--- src/hdl/assert_macros.svh ---
// Assertion macros shared by the voice allocator RTL.
// Included by modules that carry concurrent checks; no other dependencies.
`ifndef ASSERT_MACROS_SVH
`define ASSERT_MACROS_SVH

// Property must hold at every rising edge outside reset.
`define PVA_ASSERT(lbl, clk, rstn, prop, msg) \
  lbl: assert property (@(posedge clk) disable iff (!rstn) (prop)) else $error(msg);

// Condition must never be true at a rising edge outside reset.
`define PVA_ASSERT_NEVER(lbl, clk, rstn, cond, msg) \
  lbl: assert property (@(posedge clk) disable iff (!rstn) !(cond)) else $error(msg);

`endif

--- src/hdl/pva_pkg.sv ---
// Package for the polyphonic voice allocator: codes, constants and shared types.
// Used by every module of the block; depends on nothing.
`timescale 1ns / 1ps

package pva_pkg;

  localparam int unsigned MAX_VOICES_DEF = 16;

  localparam logic [31:0] TAG_START   = 32'd23456;
  localparam logic [19:0] MUTE_RESET  = 20'd8820;

  // Input event kinds (s_axis_tuser).
  localparam logic [1:0] KIND_NOTE_ON  = 2'd0;
  localparam logic [1:0] KIND_OFF_NOTE = 2'd1;
  localparam logic [1:0] KIND_OFF_TAG  = 2'd2;
  localparam logic [1:0] KIND_TICK     = 2'd3;

  // Result commands (m_axis_tuser).
  localparam logic [1:0] CMD_NONE    = 2'd0;
  localparam logic [1:0] CMD_START   = 2'd1;
  localparam logic [1:0] CMD_RELEASE = 2'd2;
  localparam logic [1:0] CMD_TICK    = 2'd3;

  // Configuration registers, at byte address 8 * index.
  localparam int unsigned ADDR_W = 5;
  localparam logic [1:0] REG_VOICE_COUNT = 2'd0;
  localparam logic [1:0] REG_CHANNEL_MAP = 2'd1;
  localparam logic [1:0] REG_MUTE_TICKS  = 2'd2;

  typedef struct packed {
    logic [4:0]  voice_count;
    logic [63:0] channel_map;
    logic [19:0] mute_ticks;
  } pva_cfg_t;

  typedef struct packed {
    logic        lt;
    logic        eq;
    logic [31:0] diff;
  } pva_alu_res_t;

endpackage

--- src/hdl/pva_alu.sv ---
// Shared 32-bit subtract unit of the voice allocator: a - b with borrow and zero flags.
// Serves tag ordering, tag match and countdown decrement; depends on pva_pkg.
`timescale 1ns / 1ps

module pva_alu (
  input  logic [31:0]          a_i,
  input  logic [31:0]          b_i,
  output pva_pkg::pva_alu_res_t res_o
);

  logic [32:0] diff;

  assign diff       = {1'b0, a_i} - {1'b0, b_i};
  assign res_o.lt   = diff[32];
  assign res_o.eq   = (diff[31:0] == 32'd0);
  assign res_o.diff = diff[31:0];

endmodule

--- src/hdl/pva_cfg_regs.sv ---
// APB register file of the voice allocator: voice count, channel map, release length.
// Depends on pva_pkg for register indexes, reset values and the config struct.
`timescale 1ns / 1ps

module pva_cfg_regs (
  input  logic                         clk_i,
  input  logic                         rst_ni,
  input  logic                         psel,
  input  logic                         penable,
  input  logic                         pwrite,
  input  logic [pva_pkg::ADDR_W-1:0]   paddr,
  input  logic [63:0]                  pwdata,
  output logic [63:0]                  prdata,
  output logic                         pready,
  output pva_pkg::pva_cfg_t            cfg_o
);

  logic [1:0]        reg_idx;
  logic              wr_en;
  pva_pkg::pva_cfg_t cfg_q;

  assign pready  = 1'b1;
  assign reg_idx = paddr[4:3];
  assign wr_en   = psel && penable && pwrite && pready;
  assign cfg_o   = cfg_q;

  always_ff @(posedge clk_i or negedge rst_ni) begin
    if (!rst_ni) begin
      cfg_q.voice_count <= 5'd0;
      cfg_q.channel_map <= 64'd0;
      cfg_q.mute_ticks  <= pva_pkg::MUTE_RESET;
    end else if (wr_en) begin
      case (reg_idx)
        pva_pkg::REG_VOICE_COUNT: cfg_q.voice_count <= pwdata[4:0];
        pva_pkg::REG_CHANNEL_MAP: cfg_q.channel_map <= pwdata;
        pva_pkg::REG_MUTE_TICKS:  cfg_q.mute_ticks  <= pwdata[19:0];
        default: ;
      endcase
    end
  end

  always_comb begin
    case (reg_idx)
      pva_pkg::REG_VOICE_COUNT: prdata = 64'(cfg_q.voice_count);
      pva_pkg::REG_CHANNEL_MAP: prdata = cfg_q.channel_map;
      pva_pkg::REG_MUTE_TICKS:  prdata = 64'(cfg_q.mute_ticks);
      default:                  prdata = 64'd0;
    endcase
  end

endmodule

--- src/hdl/polyphonic_voice_allocator.sv ---
// Channel  | Dir | Beat contents
// s_axis   | in  | tuser: kind; tdata: note, velocity, channel, target_tag
// m_axis   | out | tuser: command; tdata: voice .. sounding_mask; tlast: last result
// APB      | in  | voice_count @0x00, voice_channel_map @0x08, mute_ticks @0x10
// Each event scans the voices in use one per cycle through a single 32-bit subtract unit.
// Note-on and tick scan every voice in use; note-off by note scans them and then walks them
// again to emit one release per match; note-off by tag stops its scan at the first match.
// Results wait while m_axis stalls.
// s_axis_tready is high only between events. rst_ni clears all voices and resets the tag counter to TAG_START.
// Top level of the voice allocator; depends on pva_pkg, pva_alu, pva_cfg_regs, assert_macros.svh.
`timescale 1ns / 1ps
`include "assert_macros.svh"

module polyphonic_voice_allocator #(
  parameter int unsigned MAX_VOICES = pva_pkg::MAX_VOICES_DEF
) (
  input  logic                       clk_i,
  input  logic                       rst_ni,
  input  logic                       s_axis_tvalid,
  output logic                       s_axis_tready,
  // [6:0] note, [13:7] velocity, [17:14] channel, [49:18] target_tag, [55:50] zero
  input  logic [55:0]                s_axis_tdata,
  // [1:0] kind
  input  logic [1:0]                 s_axis_tuser,
  output logic                       m_axis_tvalid,
  input  logic                       m_axis_tready,
  // [3:0] voice, [10:4] out_note, [17:11] out_velocity, [49:18] voice_tag,
  // [50] status, [66:51] sounding_mask, [71:67] zero
  output logic [71:0]                m_axis_tdata,
  // [1:0] command
  output logic [1:0]                 m_axis_tuser,
  output logic                       m_axis_tlast,
  input  logic                       psel,
  input  logic                       penable,
  input  logic                       pwrite,
  input  logic [pva_pkg::ADDR_W-1:0] paddr,
  input  logic [63:0]                pwdata,
  output logic [63:0]                prdata,
  output logic                       pready
);

  localparam int unsigned VW = (MAX_VOICES > 1) ? $clog2(MAX_VOICES) : 1;
  localparam int unsigned CW = $clog2(MAX_VOICES + 1);
  localparam int unsigned MV = MAX_VOICES;

  localparam logic [2:0] ST_IDLE   = 3'd0;
  localparam logic [2:0] ST_SCAN   = 3'd1;
  localparam logic [2:0] ST_COMMIT = 3'd2;
  localparam logic [2:0] ST_EMIT   = 3'd3;
  localparam logic [2:0] ST_TICK   = 3'd4;

  pva_pkg::pva_cfg_t     cfg;
  pva_pkg::pva_alu_res_t alu;
  logic [31:0]           alu_a, alu_b;

  logic [2:0]    state_q, state_d;
  logic [1:0]    kind_q, kind_d;
  logic [6:0]    note_q, note_d;
  logic [6:0]    vel_q, vel_d;
  logic [3:0]    chan_q, chan_d;
  logic [31:0]   ttag_q, ttag_d;
  logic [CW-1:0] idx_q, idx_d;
  logic          free_found_q, free_found_d;
  logic [VW-1:0] free_idx_q, free_idx_d;
  logic          min_found_q, min_found_d;
  logic [VW-1:0] min_idx_q, min_idx_d;
  logic [31:0]   min_tag_q, min_tag_d;
  logic [MV-1:0] match_q, match_d;
  logic [MV-1:0] sound_q, sound_d;
  logic [31:0]   next_tag_q;

  // Voice state.
  logic [MV-1:0] busy_q;
  logic [MV-1:0] gate_q;
  logic [6:0]    note_mem [MV];
  logic [31:0]   tag_mem  [MV];
  logic [19:0]   left_mem [MV];

  // Result register.
  logic          out_valid_q, out_valid_d;
  logic          out_load;
  logic          out_free;
  logic [1:0]    out_cmd_q, out_cmd_d;
  logic [3:0]    out_voice_q, out_voice_d;
  logic [6:0]    out_note_q, out_note_d;
  logic [6:0]    out_vel_q, out_vel_d;
  logic [31:0]   out_tag_q, out_tag_d;
  logic          out_status_q, out_status_d;
  logic [15:0]   out_mask_q, out_mask_d;
  logic          out_last_q, out_last_d;

  logic [CW-1:0] n_voices;
  logic [VW-1:0] vi;
  logic [VW-1:0] pick;
  logic          busy_rd, gate_rd, ch_hit;
  logic [6:0]    note_rd;
  logic [31:0]   tag_rd;
  logic [19:0]   left_rd;
  logic [MV-1:0] rest_mask;
  logic          start_en, rel_en, tick_en;

  pva_cfg_regs u_cfg (
    .clk_i   (clk_i),
    .rst_ni  (rst_ni),
    .psel    (psel),
    .penable (penable),
    .pwrite  (pwrite),
    .paddr   (paddr),
    .pwdata  (pwdata),
    .prdata  (prdata),
    .pready  (pready),
    .cfg_o   (cfg)
  );

  pva_alu u_alu (
    .a_i   (alu_a),
    .b_i   (alu_b),
    .res_o (alu)
  );

  always_comb begin
    if (cfg.voice_count > 5'(MAX_VOICES)) begin
      n_voices = CW'(MAX_VOICES);
    end else begin
      n_voices = cfg.voice_count[CW-1:0];
    end
  end

  assign vi        = idx_q[VW-1:0];
  assign pick      = free_found_q ? free_idx_q : min_idx_q;
  assign busy_rd   = busy_q[vi];
  assign gate_rd   = gate_q[vi];
  assign note_rd   = note_mem[vi];
  assign tag_rd    = tag_mem[vi];
  assign left_rd   = left_mem[vi];
  assign ch_hit    = (cfg.channel_map[{vi, 2'b00} +: 4] == chan_q);
  assign rest_mask = match_q & ~(MV'(1) << vi);
  assign out_free  = !out_valid_q || m_axis_tready;

  // The shared unit orders tags on note-on, matches the tag on note-off by tag,
  // and decrements the countdown on tick.
  always_comb begin
    case (kind_q)
      pva_pkg::KIND_NOTE_ON: begin
        alu_a = tag_rd;
        alu_b = min_tag_q;
      end
      pva_pkg::KIND_OFF_TAG: begin
        alu_a = tag_rd;
        alu_b = ttag_q;
      end
      default: begin
        alu_a = 32'(left_rd);
        alu_b = 32'd1;
      end
    endcase
  end

  always_comb begin
    state_d      = state_q;
    kind_d       = kind_q;
    note_d       = note_q;
    vel_d        = vel_q;
    chan_d       = chan_q;
    ttag_d       = ttag_q;
    idx_d        = idx_q;
    free_found_d = free_found_q;
    free_idx_d   = free_idx_q;
    min_found_d  = min_found_q;
    min_idx_d    = min_idx_q;
    min_tag_d    = min_tag_q;
    match_d      = match_q;
    sound_d      = sound_q;
    start_en     = 1'b0;
    rel_en       = 1'b0;
    tick_en      = 1'b0;
    out_load     = 1'b0;
    out_valid_d  = out_valid_q && !m_axis_tready;
    out_cmd_d    = pva_pkg::CMD_NONE;
    out_voice_d  = 4'd0;
    out_note_d   = 7'd0;
    out_vel_d    = 7'd0;
    out_tag_d    = 32'd0;
    out_status_d = 1'b0;
    out_mask_d   = 16'd0;
    out_last_d   = 1'b1;

    case (state_q)
      ST_IDLE: begin
        if (s_axis_tvalid) begin
          kind_d       = s_axis_tuser;
          note_d       = s_axis_tdata[6:0];
          vel_d        = s_axis_tdata[13:7];
          chan_d       = s_axis_tdata[17:14];
          ttag_d       = s_axis_tdata[49:18];
          idx_d        = '0;
          free_found_d = 1'b0;
          min_found_d  = 1'b0;
          match_d      = '0;
          sound_d      = '0;
          state_d      = ST_SCAN;
        end
      end

      ST_SCAN: begin
        if (idx_q >= n_voices) begin
          case (kind_q)
            pva_pkg::KIND_NOTE_ON: state_d = ST_COMMIT;
            pva_pkg::KIND_TICK:    state_d = ST_TICK;
            default: begin
              idx_d   = '0;
              state_d = ST_EMIT;
            end
          endcase
        end else begin
          idx_d = idx_q + CW'(1);
          case (kind_q)
            pva_pkg::KIND_NOTE_ON: begin
              if (ch_hit && !busy_rd && !free_found_q) begin
                free_found_d = 1'b1;
                free_idx_d   = vi;
              end
              // Strict compare keeps the lowest index among equal tags.
              if (ch_hit && (!min_found_q || alu.lt)) begin
                min_found_d = 1'b1;
                min_idx_d   = vi;
                min_tag_d   = tag_rd;
              end
            end
            pva_pkg::KIND_OFF_NOTE: begin
              if (busy_rd && (note_rd == note_q) && ch_hit) begin
                match_d[vi] = 1'b1;
              end
            end
            pva_pkg::KIND_OFF_TAG: begin
              if (busy_rd && alu.eq) begin
                match_d[vi] = 1'b1;
                idx_d       = '0;
                state_d     = ST_EMIT;
              end
            end
            default: begin
              if (gate_rd || (left_rd != 20'd0)) begin
                sound_d[vi] = 1'b1;
              end
              if (left_rd != 20'd0) begin
                tick_en = 1'b1;
              end
            end
          endcase
        end
      end

      ST_COMMIT: begin
        if (out_free) begin
          out_load = 1'b1;
          if (free_found_q || min_found_q) begin
            start_en    = 1'b1;
            out_cmd_d   = pva_pkg::CMD_START;
            out_voice_d = 4'(pick);
            out_note_d  = note_q;
            out_vel_d   = vel_q;
            out_tag_d   = next_tag_q;
          end else begin
            out_status_d = 1'b1;
          end
          state_d = ST_IDLE;
        end
      end

      ST_EMIT: begin
        if (match_q == '0) begin
          if (out_free) begin
            out_load     = 1'b1;
            out_status_d = 1'b1;
            state_d      = ST_IDLE;
          end
        end else if (!match_q[vi]) begin
          idx_d = idx_q + CW'(1);
        end else if (out_free) begin
          rel_en      = 1'b1;
          out_load    = 1'b1;
          out_cmd_d   = pva_pkg::CMD_RELEASE;
          out_voice_d = 4'(vi);
          out_note_d  = note_rd;
          out_vel_d   = vel_q;
          out_tag_d   = tag_rd;
          out_last_d  = (rest_mask == '0);
          match_d[vi] = 1'b0;
          idx_d       = idx_q + CW'(1);
          if (rest_mask == '0) begin
            state_d = ST_IDLE;
          end
        end
      end

      ST_TICK: begin
        if (out_free) begin
          out_load   = 1'b1;
          out_cmd_d  = pva_pkg::CMD_TICK;
          out_mask_d = 16'(sound_q);
          state_d    = ST_IDLE;
        end
      end

      default: state_d = ST_IDLE;
    endcase

    if (out_load) begin
      out_valid_d = 1'b1;
    end
  end

  always_ff @(posedge clk_i or negedge rst_ni) begin
    if (!rst_ni) begin
      state_q      <= ST_IDLE;
      idx_q        <= '0;
      free_found_q <= 1'b0;
      min_found_q  <= 1'b0;
      match_q      <= '0;
      out_valid_q  <= 1'b0;
      next_tag_q   <= pva_pkg::TAG_START;
    end else begin
      state_q      <= state_d;
      idx_q        <= idx_d;
      free_found_q <= free_found_d;
      min_found_q  <= min_found_d;
      match_q      <= match_d;
      out_valid_q  <= out_valid_d;
      if (start_en) begin
        next_tag_q <= next_tag_q + 32'd1;
      end
    end
  end

  always_ff @(posedge clk_i) begin
    kind_q     <= kind_d;
    note_q     <= note_d;
    vel_q      <= vel_d;
    chan_q     <= chan_d;
    ttag_q     <= ttag_d;
    free_idx_q <= free_idx_d;
    min_idx_q  <= min_idx_d;
    min_tag_q  <= min_tag_d;
    sound_q    <= sound_d;
    if (out_load) begin
      out_cmd_q    <= out_cmd_d;
      out_voice_q  <= out_voice_d;
      out_note_q   <= out_note_d;
      out_vel_q    <= out_vel_d;
      out_tag_q    <= out_tag_d;
      out_status_q <= out_status_d;
      out_mask_q   <= out_mask_d;
      out_last_q   <= out_last_d;
    end
  end

  // Busy, gate and countdown come out of reset cleared; note and tag are only
  // read for busy voices, so they are written on note-on alone.
  always_ff @(posedge clk_i or negedge rst_ni) begin
    if (!rst_ni) begin
      busy_q <= '0;
      gate_q <= '0;
      for (int i = 0; i < MV; i++) begin
        left_mem[i] <= 20'd0;
      end
    end else begin
      if (start_en) begin
        busy_q[pick]   <= 1'b1;
        gate_q[pick]   <= 1'b1;
        left_mem[pick] <= 20'd0;
      end
      if (rel_en) begin
        gate_q[vi]   <= 1'b0;
        left_mem[vi] <= cfg.mute_ticks;
        if (cfg.mute_ticks == 20'd0) begin
          busy_q[vi] <= 1'b0;
        end
      end
      if (tick_en) begin
        left_mem[vi] <= alu.diff[19:0];
        if (alu.diff[19:0] == 20'd0) begin
          busy_q[vi] <= 1'b0;
        end
      end
    end
  end

  always_ff @(posedge clk_i) begin
    if (start_en) begin
      note_mem[pick] <= note_q;
      tag_mem[pick]  <= next_tag_q;
    end
  end

  assign s_axis_tready = (state_q == ST_IDLE);
  assign m_axis_tvalid = out_valid_q;
  assign m_axis_tuser  = out_cmd_q;
  assign m_axis_tlast  = out_last_q;
  assign m_axis_tdata  = {5'd0, out_mask_q, out_status_q, out_tag_q, out_vel_q,
                          out_note_q, out_voice_q};

  `PVA_ASSERT(a_accept_starts_scan, clk_i, rst_ni, (s_axis_tvalid && s_axis_tready) |=> (state_q == ST_SCAN), "accepted beat did not start a scan")
  `PVA_ASSERT(a_tag_advances, clk_i, rst_ni, start_en |=> (next_tag_q == ($past(next_tag_q) + 32'd1)), "tag counter did not advance on voice start")
  `PVA_ASSERT(a_idle_no_pending, clk_i, rst_ni, (state_q == ST_IDLE) |-> (match_q == '0), "release matches left over when idle")
  `PVA_ASSERT_NEVER(a_release_gate, clk_i, rst_ni, $past(rel_en) && gate_q[$past(vi)], "released voice still gated")

endmodule

--- config.mk ---
export PLATFORM = sky130hd
export DESIGN_NAME = polyphonic_voice_allocator
export DESIGN_NICKNAME = d
export VERILOG_FILES = /design/src/hdl/pva_pkg.sv /design/src/hdl/pva_alu.sv /design/src/hdl/pva_cfg_regs.sv /design/src/hdl/polyphonic_voice_allocator.sv
export VERILOG_INCLUDE_DIRS = /design/src /design/src/hdl
export SDC_FILE = /design/constraint.sdc
export NUM_CORES = 2
export LEC_CHECK = 0
export BUFFER_PORTS_ARGS = -buffer_cell sky130_fd_sc_hd__buf_2
export CORE_ASPECT_RATIO = 2
export CORE_MARGIN = 1
export CORE_UTILIZATION = 25
export DETAILED_ROUTE_END_ITERATION = 10
export PLACE_DENSITY_LB_ADDON = 0.05
export SYNTH_ARGS = -nofsm -noshare
export SYNTH_HDL_FRONTEND = slang
export SYNTH_SLANG_ARGS = --single-unit
export TNS_END_PERCENT = 50
--- constraint.sdc ---
create_clock -name clk_i -period 19.47 [get_ports clk_i]
set_clock_uncertainty 0.15 [all_clocks]
set_input_delay 3.894 -clock clk_i [delete_from_list [all_inputs] [get_ports clk_i]]
set_output_delay 3.894 -clock clk_i [all_outputs]
set_load 0.05 [all_outputs]
Word-level counts from Yosys, hierarchy flattened
Memory sizes are Yosys's and may differ from the RTL's.
Index checks and enable logic that the tools add are counted.
{"block": "op_classes", "n_addsub": 3, "order_cmp": 10, "n_eq_ne": 31, "shift": 2, "muxes": 127, "bitwise_logic": 19, "reduce_logical": 51}
{"operator": "320-bit two-way mux", "n": 3}
{"operator": "320-bit bitwise mux", "n": 2}
{"operator": "320-bit bitwise AND", "n": 1}
{"operator": "320-bit NOT", "n": 1}
{"operator": "16-bit two-way mux", "n": 17}
{"operator": "32-bit two-way mux", "n": 6}
{"operator": "64-bit case mux with 3 select lines", "n": 1}
{"operator": "20-bit demux with 4-bit select", "n": 2}
{"operator": "32-bit case mux with 2 select lines", "n": 2}
{"operator": "16-bit bitwise AND", "n": 5}
{"operator": "20-bit binary-select mux with 4-bit select", "n": 1}
{"operator": "20-bit two-way mux", "n": 4}
{"operator": "7-bit two-way mux", "n": 10}
{"operator": "16-bit bitwise OR", "n": 4}
{"operator": "16-bit case mux with 2 select lines", "n": 2}
{"operator": "64-bit by 7-bit variable part select with 4-bit output", "n": 1}
{"operator": "16-bit case mux with 3 select lines", "n": 1}
{"operator": "5-bit two-way mux", "n": 9}
{"operator": "20-bit logical NOT", "n": 2}
{"operator": "32-bit by 32-bit subtractor with 33-bit output", "n": 1}
{"operator": "32-bit by 1-bit adder with 32-bit output (second input constant)", "n": 1}
{"operator": "16-bit logical NOT", "n": 2}
{"operator": "32-bit logical NOT", "n": 1}
{"operator": "1-bit two-way mux", "n": 32}
{"operator": "48 further kinds", "n": 132}
{"block": "word_totals", "register_bits": 678, "mem_bits_rw": 624, "in_bits": 134, "output_inout_bits": 142, "wordCells": 290, "memories": 2}
{"name": "tag_mem", "words": 16, "width": 32, "rd": 1, "rd_clocked_by_memory_dff": 0, "wr": 1, "line_no": "polyphonic_voice_allocator.sv:76", "text": "logic [31:0] tag_mem [MV];"}
{"name": "note_mem", "words": 16, "width": 7, "rd": 1, "rd_clocked_by_memory_dff": 0, "wr": 1, "line_no": "polyphonic_voice_allocator.sv:75", "text": "logic [6:0] note_mem [MV];"}

Logic depth before layout (Yosys ltp)
{"block": "logic_depth", "word_depth": 13, "ltp_mapped": 27, "mapped_depth_nobuf": 18}

By module
Synthesis repeated with hierarchy kept, for this count alone.
{"block": "unflattened", "cells_unflattened": 4601, "area_unflattened_um2": 60608.1}
{"mod": "polyphonic_voice_allocator", "n_inst": 1, "cells_each": 3965, "area_per_inst_um2": 54197.0, "seq_area_each_um2": 34376.7}
{"mod": "pva_cfg_regs", "n_inst": 1, "cells_each": 279, "area_per_inst_um2": 4011.3, "seq_area_each_um2": 2234.6}
{"mod": "pva_alu", "n_inst": 1, "cells_each": 357, "area_per_inst_um2": 2399.8, "seq_area_each_um2": 0.0}

Worst setup path before layout
OpenSTA, ideal clock, no wires.
{"block": "synth_path", "path_kind": "input to output", "from": "in paddr[3] (netlist bit)", "to": "out prdata[12]", "t_arrival_ns": 5.545, "required_time_ns": 15.426, "setup_slack_ns": 9.881, "path_stages": 5, "path_buffers": 3, "cell_sequence": "clkbuf_1 nor2b_1 clkbuf_1 clkbuf_1 a22o_1"}
{"block": "synth_between", "elab_chain_cells": 2, "word_cells_on_any_way": 4, "cone_classes": "eq/ne: 2; mux: 1; reduce/logical: 1"}
{"item": "from (decl)", "line_no": "polyphonic_voice_allocator.sv:36", "text": "input logic [pva_pkg::ADDR_W-1:0] paddr,"}
{"item": "2-bit == test (tied with other cells)", "line_no": "pva_cfg_regs.sv:43", "text": "case (reg_idx)"}
{"item": "64-bit case mux with 3 select lines (*)", "line_no": "pva_cfg_regs.sv:43"}
{"item": "to (decl)", "line_no": "polyphonic_voice_allocator.sv:38", "text": "output logic [63:0] prdata,"}
Every way passes the cells marked *; elsewhere a longest branch is shown, timed or not.

Worst setup path after layout
{"block": "layout_path", "from": "in paddr[3] (netlist bit)", "to": "out prdata[16]"}
Same word-level chain as after synthesis.

==> impl_metrics.sql <==
INSERT INTO impl_metrics (metric_group, metric, value, unit) VALUES
('outcome', 'run_status', 'complete, no violations', ''),
('yosys', 'ys_seq_area_frac', '0.618', ''),
('yosys', 'async_flop_share', '0.384', ''),
('critical_path', 'crit_type', 'primary input to output port', ''),
('yosys', 'synthFlopType', 'edfxtp_1', ''),
('drt', 'avgRoutedWirePerCell', '34.8', 'um'),
('floorplan', 'row_count', '252', ''),
('floorplan', 'top_level_ports', '276', ''),
('critical_path', 'worst_setup_path_start_kind', 'primary input', ''),
('drt', 'ant_nets', '0', ''),
('sta', 'hold_slack', '337', 'ps'),
('yosys', 'post_synth_instance_area', '59300', 'sq um'),
('pwr', 'leakage', '26.2', 'nW'),
('yosys', 'most_area_consuming_cells_after_synthesis', 'edfxtp_1 41%, dfrtp_1 21%, mux4_2 12%', ''),
('run', 'max_cap_viol_count', '0', ''),
('yosys', 'yosysWarnings', '0', ''),
('clocking', 'cell_chosen_for_the_clock_root', 'clkbuf_16', ''),
('floorplan', 'start_util', '0.252', ''),
('drt', 'post-route-drc-count', '0', ''),
('clocking', 'cts_tree', 'done', ''),
('drt', 'drt-total-wl', '260000', 'um'),
('sta', 'final_period_minus_worst_setup_slack', '9810', 'ps'),
('sta', 'postLayoutSetupSlackWorst', '9660', 'ps'),
('clocking', 'clk_latency', '820', 'ps'),
('sta', 'final_hold_viol_count', '0', ''),
('sta', 'timing.final.max_slew_violations', '0', ''),
('clocking', 'clockBufferDepth', '4', ''),
('drt', 'drt-vias-per-instance', '5.25', ''),
('floorplan', 'design.core.area', '236000', 'sq um'),
('hold_path', 'hold_class', 'flop to flop', ''),
('clocking', 'clock_sink_count', '1302', ''),
('yosys', 'ys_types', '74', ''),
('finish', 'finish.net_count', '4486', ''),
('grt', 'vias_in_the_first_global_route', '41200', ''),
('grt', 'globalRouteOverflowTotal', '0', ''),
('yosys', 'synthCells', '4138', ''),
('sta', 'final-setup-viol-count', '0', ''),
('yosys', 'synth_top_area_share', '0.406', ''),
('grt', 'globalRouteTotalUtil', '0.214', ''),
('sta', 'clock.fmax', '0.102', 'GHz'),
('place', 'gpl.final_weighted_congestion', '0.818', ''),
('floorplan', 'floorplan.die.height', '691', 'um'),
('drt', 'detailedRoute.firstIterationViolations', '2879', ''),
('place', 'dpl.hpwl', '168000', 'um'),
('pwr', 'ir_worst_vdd', '0.220', 'mV'),
('critical_path', 'cp_data_arrival_time', '5770', 'ps'),
('place', 'post-place-ws', '9670', 'ps'),
('yosys', 'synth_top_cell_by_area', 'edfxtp_1', ''),
('floorplan', 'die-area', '239000', 'sq um'),
('clocking', 'cts_hold_buf', '0', ''),
('sta', 'timing_worst_slew_pin_value', '1260', 'ps'),
('sta', 'rsz0062_at_grt', 'no', ''),
('clocking', 'cts.repair_timing.setup_buffer_count', '0', ''),
('critical_path', 'timing.critical_path.fanout_max', '59', ''),
('place', 'port_buffers', '260', ''),
('drt', 'drtPass1Iterations', '5', ''),
('clocking', 'cts_resized', '0', ''),
('critical_path', 'critPathRequiredTime', '15430', 'ps'),
('critical_path', 'end_kind', 'output port', ''),
('floorplan', 'die_width', '346', 'um'),
('place', 'placed_cell_area', '64500', 'sq um'),
('finish', 'num-fill-cells', '23700', ''),
('finish', 'drive_above_1_share', '0.258', ''),
('pwr', 'fin_total_pwr', '12.5', 'mW'),
('clocking', 'cts_max_level', '4', ''),
('sta', 'max-slew-margin-rel', '0.162', ''),
('drt', 'overall_via_count_from_detail_route', '39200', ''),
('pwr', 'cellPowerDensity', '182', 'nW/um^2'),
('clocking', 'clock_buffer_count_from_cts', '145', ''),
('grt', 'antenna_found_initial', '34', ''),
('finish', 'area.growth.synth_to_final', '16.2', '%'),
('yosys', 'yosys_register_bits', '1302', ''),
('sta', 'tns', '0', 'ps'),
('clocking', 'clk_transition_reported_paths', '60', 'ps'),
('finish', 'finish.instance_area', '68900', 'sq um'),
('yosys', 'synth-edff-count', '802', ''),
('yosys', 'synthesis.area_per_instance', '14.3', 'sq um'),
('grt', 'grt_start_max_net_pins', '93', ''),
('grt', 'grt_first_pass_wirelength', '356000', 'um'),
('sta', 'min_period_over_period', '0.504', '');
## cells in the final DEF (no fill, tap or decap), drive strengths merged, types with 15 or more instances in the layout
master	count
nand4	15
inv	27
clkbuf	197
nor2	103
xnor2	37
clkinv	55
xor2	23
nand3	48
o22ai	23
mux2	107
edfxtp	802
o21ai	63
buf	397
o21a	25
nor2b	36
and2	66
nor4	23
a21o	32
mux4	322
a211oi	313
and3	337
diode	16
nand2	144
ha	49
a32o	19
a22oi	37
a22o	54
a21oi	397
mux2i	16
nor3	33
dfrtp	487
## final timing paths
path	from	to	slack, ps	cells after the start
min in group asynchronous	rst_ni	u_cfg.cfg_o[58]	2900	1
setup / recovery	paddr[3]	prdata[16]	9660	4
setup reg to reg	idx_q[0]	match_q[4]	9940	20
hold reg to reg	gate_q[11]	gate_q[11]	340	1
hold / removal	gate_q[11]	gate_q[11]	340	1
max in group asynchronous	rst_ni	left_mem[85]	13070	4
## cell usage after synthesis (all sizes together), types with 54 or more instances
| cell type | n |
|---|---|
| a211oi | 313 |
| a21oi | 397 |
| a22o | 54 |
| and2 | 66 |
| and3 | 337 |
| buf | 65 |
| clkbuf | 319 |
| dfrtp | 487 |
| edfxtp | 802 |
| mux2 | 107 |
| mux4 | 322 |
| nand2 | 144 |
| nor2 | 103 |
| o21ai | 63 |
## critical path: stages
cell and delay, ps:
buf_2 240, nor2b_4 1000, a22o_1 320, buf_2 290
## per-stage QoR
stage | util | cells
2_1_floorplan | - | 4142
3_3_place_gp | 0.274 | 7203
3_5_place_dp | 0.274 | 7203
4_1_cts | 0.292 | 7452
5_1_grt | 0.292 | 7465
6_report | 0.292 | 7468
## state kept, by name, indices dropped and copies added, names as in the netlist, 3 cells and up
signal	count
chan_q	4
note_mem	112
free_idx_q	4
vel_q	7
busy_q	16
out_mask_q	16
left_mem	320
out_voice_q	4
tag_mem	512
sound_q	16
u_cfg.cfg_o	89
out_tag_q	32
next_tag_q	32
min_tag_q	32
note_q	7
ttag_q	32
out_note_q	7
out_vel_q	7
state_q	3
idx_q	5
min_idx_q	4
gate_q	16
match_q	16
## final cells by class
type	instances	area (sq um)	share of cell area
clock buffer	197	3950	0.0573
timing repair buffer	397	2360	0.0343
antenna	16	40.0	0.000581
clock inverter	52	437	0.00634
inverter	41	181	0.00263
tap	3048	3810	0.0554
sequential	1302	36600	0.532
multi-input combinational	2415	21500	0.312
## cells by family (layout without fill, tap and decap cells)
kind of cell / count (synthesis) / after routing / share of synthesized area
buffers and inverters: 425 / 687 / 0.0287
DFF: 1302 / 1302 / 0.618
adders and majority gates: 50 / 50 / 0.0107
other: 2 / 22 / 0.000127
muxes: 445 / 445 / 0.145
xor gates and xnor gates: 60 / 60 / 0.00887
AOI/OAI and AO/OA: 1011 / 1011 / 0.111
and+or+nand+nor: 843 / 843 / 0.0776
## report_power, final
group          switching (mW)  total (mW)  internal (mW)
registers               0.380        3.86           3.48
logic                    4.08        5.95           1.87
clock network            1.20        2.72           1.51
total                    5.66        12.5           6.86
## layer usage
metal / global-route usage / routed length (um) / up-vias
met5: 0 / 0 / -
met4: 0.107 / 13700 / 0
met3: 0.0223 / 9180 / 372
met2: 0.396 / 140000 / 1193
met1: 0.242 / 96700 / 21100
li1: - / - / 16600
No activity file was read; power rests on OpenSTA's default activity.
